`src/design/mmh_pkg.sv`:
```
`default_nettype none
// ---------------------------------------------------------------------------
// mmh_pkg
// Shared types, constants and helpers of the 64-bit murmur-style hash unit.
// ---------------------------------------------------------------------------
package mmh_pkg;

   localparam logic [63:0] MIX_C1     = 64'h87c3_7b91_1142_53d5;
   localparam logic [63:0] MIX_C2     = 64'h4cf5_ad43_2745_937f;
   localparam logic [63:0] ADD_ONE    = 64'h0000_0000_52dc_e729;
   localparam logic [63:0] ADD_TWO    = 64'h0000_0000_3849_5ab5;
   localparam logic [63:0] FMIX_M1    = 64'hff51_afd7_ed55_8ccd;
   localparam logic [63:0] FMIX_M2    = 64'hc4ce_b9fe_1a85_ec53;
   localparam logic [63:0] SEED_RESET = 64'h0000_00ba_beca_fe69;

   typedef enum logic [1:0] {
      MUL_C1,
      MUL_C2,
      MUL_F1,
      MUL_F2
   } mul_sel_type;

   typedef enum logic [3:0] {
      OP_NONE,
      OP_LOAD,
      OP_MUL_P,
      OP_MUL_S,
      OP_ROT,
      OP_MIX_A,
      OP_MIX_B,
      OP_MIX_C,
      OP_MIX_D,
      OP_TAIL,
      OP_FIN_A,
      OP_FIN_B,
      OP_XSH,
      OP_SAVE,
      OP_RESULT
   } dp_op_type;

   typedef enum logic [4:0] {
      ST_IDLE,
      ST_C1P,
      ST_C1S,
      ST_ROT,
      ST_C2P,
      ST_C2S,
      ST_MA,
      ST_MB,
      ST_MC,
      ST_MD,
      ST_TAIL,
      ST_FA,
      ST_FB,
      ST_F1P,
      ST_F1S,
      ST_FXS,
      ST_F2P,
      ST_F2S,
      ST_SAVE,
      ST_RES
   } state_type;

   typedef struct packed {
      dp_op_type   op;
      mul_sel_type sel;
   } dp_cmd_type;

   typedef struct packed {
      logic out_free;
   } dp_status_type;

   function automatic logic [63:0] mul_const(input mul_sel_type sel);
      logic [63:0] k;
      unique case (sel)
         MUL_C1:  k = MIX_C1;
         MUL_C2:  k = MIX_C2;
         MUL_F1:  k = FMIX_M1;
         MUL_F2:  k = FMIX_M2;
         default: k = MIX_C1;
      endcase
      return k;
   endfunction

endpackage
`default_nettype wire

```
`src/design/mmh_ctrl.sv`:
```
`default_nettype none
// ---------------------------------------------------------------------------
// mmh_ctrl
// Sequencer: steps the datapath through block mixing and the final fmix.
// ---------------------------------------------------------------------------
module mmh_ctrl (
   input  wire logic                   clock,
   input  wire logic                   reset,
   input  wire logic                   req_valid,
   output logic                        req_ready,
   input  wire logic [3:0]             req_valid_bytes,
   input  wire logic                   req_last,
   output mmh_pkg::dp_cmd_type         cmd,
   input  wire mmh_pkg::dp_status_type status
);
   import mmh_pkg::*;

   state_type state_ff, state_in;
   logic      tail_ff, tail_in;
   logic      fin_ff, fin_in;
   logic      second_ff, second_in;

   always_ff @(posedge clock) begin
      if (reset) begin
         state_ff  <= ST_IDLE;
         tail_ff   <= 1'b0;
         fin_ff    <= 1'b0;
         second_ff <= 1'b0;
      end else begin
         state_ff  <= state_in;
         tail_ff   <= tail_in;
         fin_ff    <= fin_in;
         second_ff <= second_in;
      end
   end

   always_comb begin
      state_in  = state_ff;
      tail_in   = tail_ff;
      fin_in    = fin_ff;
      second_in = second_ff;
      req_ready = 1'b0;
      cmd.op    = OP_NONE;
      cmd.sel   = MUL_C1;
      unique case (state_ff)
         ST_IDLE: begin
            req_ready = 1'b1;
            second_in = 1'b0;
            if (req_valid) begin
               cmd.op = OP_LOAD;
               priority if (req_valid_bytes[3]) begin
                  tail_in  = 1'b0;
                  fin_in   = req_last;
                  state_in = ST_C1P;
               end else if (req_valid_bytes != 4'd0) begin
                  tail_in  = 1'b1;
                  fin_in   = 1'b1;
                  state_in = ST_C1P;
               end else begin
                  // empty tail: nothing to mix, go straight to finish
                  state_in = ST_FA;
               end
            end
         end
         ST_C1P: begin
            cmd.op   = OP_MUL_P;
            cmd.sel  = MUL_C1;
            state_in = ST_C1S;
         end
         ST_C1S: begin
            cmd.op   = OP_MUL_S;
            state_in = ST_ROT;
         end
         ST_ROT: begin
            cmd.op   = OP_ROT;
            state_in = ST_C2P;
         end
         ST_C2P: begin
            cmd.op   = OP_MUL_P;
            cmd.sel  = MUL_C2;
            state_in = ST_C2S;
         end
         ST_C2S: begin
            cmd.op   = OP_MUL_S;
            state_in = tail_ff ? ST_TAIL : ST_MA;
         end
         ST_MA: begin
            cmd.op   = OP_MIX_A;
            state_in = ST_MB;
         end
         ST_MB: begin
            cmd.op   = OP_MIX_B;
            state_in = ST_MC;
         end
         ST_MC: begin
            cmd.op   = OP_MIX_C;
            state_in = ST_MD;
         end
         ST_MD: begin
            cmd.op   = OP_MIX_D;
            state_in = fin_ff ? ST_FA : ST_IDLE;
         end
         ST_TAIL: begin
            cmd.op   = OP_TAIL;
            state_in = ST_FA;
         end
         ST_FA: begin
            cmd.op   = OP_FIN_A;
            state_in = ST_FB;
         end
         ST_FB: begin
            cmd.op   = OP_FIN_B;
            state_in = ST_F1P;
         end
         ST_F1P: begin
            cmd.op   = OP_MUL_P;
            cmd.sel  = MUL_F1;
            state_in = ST_F1S;
         end
         ST_F1S: begin
            cmd.op   = OP_MUL_S;
            state_in = ST_FXS;
         end
         ST_FXS: begin
            cmd.op   = OP_XSH;
            state_in = ST_F2P;
         end
         ST_F2P: begin
            cmd.op   = OP_MUL_P;
            cmd.sel  = MUL_F2;
            state_in = ST_F2S;
         end
         ST_F2S: begin
            cmd.op   = OP_MUL_S;
            state_in = second_ff ? ST_RES : ST_SAVE;
         end
         ST_SAVE: begin
            // lane one done, second pass runs fmix on lane two
            cmd.op    = OP_SAVE;
            second_in = 1'b1;
            state_in  = ST_F1P;
         end
         ST_RES: begin
            if (status.out_free) begin
               cmd.op   = OP_RESULT;
               state_in = ST_IDLE;
            end
         end
         default: begin
            state_in = ST_IDLE;
         end
      endcase
   end

endmodule
`default_nettype wire

```
`config.mk`:
```
export PLATFORM = sky130hd
export DESIGN_NAME = mmh_ctrl
export DESIGN_NICKNAME = d
export VERILOG_FILES = /design/src/design/mmh_pkg.sv /design/src/design/mmh_ctrl.sv
export SDC_FILE = /design/constraint.sdc
export NUM_CORES = 1
export LEC_CHECK = 0
export ABC_AREA = 1
export BUFFER_PORTS_ARGS = -buffer_cell sky130_fd_sc_hd__buf_4
export CAP_MARGIN = 20
export CORE_UTILIZATION = 30
export DETAILED_ROUTE_END_ITERATION = 7
export GPL_ROUTABILITY_DRIVEN = 0
export PLACE_DENSITY = 0.51
export REMOVE_ABC_BUFFERS = 1
export SLEW_MARGIN = 25
export SYNTH_ARGS = -nofsm -noshare
export SYNTH_HDL_FRONTEND = slang
export SYNTH_SLANG_ARGS = --single-unit
```
`constraint.sdc`:
```
create_clock -name clock -period 2.3 [get_ports clock]
set_clock_uncertainty 0.2 [all_clocks]
set_input_delay 0.46 -clock clock [delete_from_list [all_inputs] [get_ports clock]]
set_output_delay 0.46 -clock clock [all_outputs]
set_load 0.02 [all_outputs]
```
==> reports/results.txt <==
CP Capture Point: cmd[3]
Worst hold path type: input port to flip-flop
Post-route ant nets: 0
Top-count cell post-synth: nand2_1
Die area: 0.00250 mm²
Wire per inst: 11.9 µm
Outcome: finished clean
Core Area: 0.00219 mm²
Crit path launch type: flip-flop
Fin. Hold Viols: 0
Synth area leaders: dfxtp_1 (23%), nand2_1 (18%), nor2_1 (10%)
Clock buffer count from CTS: 3
Power Dens Cells: 890 mW/mm²
Later-pin clock latency in the skew report: 260 ps
RSZ-0062 raised after global routing: true
Critical R2R Launch: state_ff[4]$_SDFFE_PP0P_
Largest net degree at the start of global routing: 8
Number of synthesized register bits: 8
Final Critical Period: 2250 ps
Share of cells above drive strength 1: 30.2%
Maximum clock frequency: 0.444 GHz
Critical path class: flip-flop to output port
Period utilization: 98.0%
Synth cell types: 18
Area of placed instances: 846 µm²
Leak: 0.487 nW
R2r worst-path depth: 7
Root Buffer: clkbuf_4
PortBufs: 15
Routed via count: 900
Worst setup EP type: output port
Synth-to-layout area growth: 41.7%
DRT Pass-1 Iters: 4
Vias in the first global route: 774
Final Cell Area: 978 µm²
Cell-by-cell trace of the critical path: clkinvlp_4, nand3_1, nand2_1, nor2_1, nand2_1, nor3_2, nand3_1, buf_4
Slowest cell delay on critical path: 390 ps
TritonCTS clock tree: yes
HPWL after DPL: 1620 µm
Cells after synthesis: 123
Post-route insts no fill: 177
I/O Pins: 16
Area leader, netlist: dfxtp_1
First-pass GRT wire length: 3390 µm
Number of clock sinks: 8
Worst path arrival time: 1590 ps
Starting Density: 31.5%
# H-tree levels: 1
Die H: 50.0 µm
Nets: 160
Drt total wl: 2110 µm
Critical Path Source: state_ff[4]$_SDFFE_PP0P_
Die X: 50.0 µm
Async set or reset register ratio after synthesis: 0%
CP max-delay cell: dfxtp_4
Diode count: 0
VDD IR max: 0.360 mV
Clk slew on worst S/H paths: 60 ps
Fin Setup TNS: 0 ps
Mean area per synthesized cell: 5.62 µm²
GRT Util Overall: 18.1%
Worst-margin pin slew: 242 ps
End of the worst register-to-register path: state_ff[3]$_SDFFE_PP0P_
Worst-path fanout max: 7
Row count: 17
Slew Limit Fails: 0
Clock Tree Buf Depth: 2
Top cell type's share of synthesized area: 23.2%
# setup viols final: 0
Worst rel slew slack: 83.8%
Sequential area share after synthesis: 23.2%
Post-placement cell count: 167
EDFF count, synth: 0
Hold_buf cts: 0
Grt total ovfl: 0
DRC viols: 0
Initial antenna violation count: 0
Via density: 5.08
Total number of yosys warnings: 0
R2r setup slk: 600 ps
1st-iter DRT viols: 19
Post-synthesis cell area: 691 µm²
Most frequent cells after synthesis: nand2_1 (33), nor2_1 (19), inv_1 (16)
Maxcap violations: 0
WP data required: 1640 ps
Main synth FF type: dfxtp_1
[critical path, delay by kind of cell (launching register included)]
family / cells / cell delay, ps
buffers and inverters: 2 / 320
and+or+nand+nor: 6 / 610
DFF: 1 / 390
[cell families (layout without fill, tap and decap cells)]
kind of cell | Yosys count | in the layout | share of synthesized area, %
AO/OA/AOI/OAI | 20 | 20 | 16.8
flip-flops | 8 | 8 | 23.2
buffers and inverters | 17 | 43 | 9.24
AND/OR/NAND/NOR | 78 | 78 | 50.7
[routing by layer]
layer / vias to the layer above / GRT usage, % / wire, µm
met1: 388 / 22.8 / 948
met2: 44 / 28.9 / 985
met4: 0 / 9.05 / 48
li1: 462 / - / -
met5: - / 0 / 0
met3: 6 / 3.40 / 123
[layout by cell type, fill, tap and decap left out, types with 2 or more instances in the layout]
master and n:
o21ai_0 3, nand3_1 11, nor2_2 2, inv_1 15, nand3_2 3, buf_4 23, a21oi_1 11, nand4_1 2
nor3_1 4, nor2_1 17, dfxtp_2 2, nand2_1 31, clkbuf_4 3, dfxtp_4 3, dfxtp_1 3, o2111ai_1 2
nor2_4 4
[metrics by stage]
step | hold slack [ps] | power (mW) | utilization, % | setup slack [ps]
floorplan | 235 | 0.521 | - | 130
global placement | 263 | 0.684 | 38.6 | 142
detailed placement | 268 | 0.675 | 38.6 | 180
CTS | 209 | 0.798 | 40.2 | 14.1
global route | 215 | 0.944 | 44.7 | -50.1
finish | 210 | 0.871 | 44.7 | 47.0
[flip-flops by register name, indices dropped and copies added (netlist names)]
register   flops
state_ff       5
fin_ff         1
second_ff      1
tail_ff        1
[power breakdown]
part / switching (mW) / total, mW / internal [mW] / leakage [nW]
clock network: 0.0512 / 0.111 / 0.0600 / 0.0138
registers: 0.0463 / 0.218 / 0.171 / 0.0684
logic: 0.318 / 0.542 / 0.225 / 0.405
total: 0.415 / 0.871 / 0.456 / 0.487
[timing repair]
action / 4_1_cts / 5_1_grt
resized for setup: 6 / 14
setup buffers: 0 / 7
pin swaps: 0 / 2
endpoints found under the setup margin: 2 / 3
[worst min-delay path by stage]
stage                                     endpoint  slack (ps)              startpoint  cells after the start
final                     state_ff[4]$_SDFFE_PP0P_         210                   reset                      2
after global routing      state_ff[4]$_SDFFE_PP0P_         220                   reset                      2
after CTS                 state_ff[4]$_SDFFE_PP0P_         210                   reset                      2
after detailed placement    second_ff$_SDFFE_PP0P_         270  second_ff$_SDFFE_PP0P_                      2
after global placement      second_ff$_SDFFE_PP0P_         260  second_ff$_SDFFE_PP0P_                      2
after floorplan             second_ff$_SDFFE_PP0P_         230  second_ff$_SDFFE_PP0P_                      2
[final cells by class]
cell class / instances / area, µm²
inverter: 17 / 67.6
tap: 28 / 35.0
timing repair buffer: 23 / 173
multi-input combinational: 98 / 507
sequential: 8 / 174
fill: 242 / 1210
clock buffer: 3 / 22.5
(Power assumes the default switching activity.)
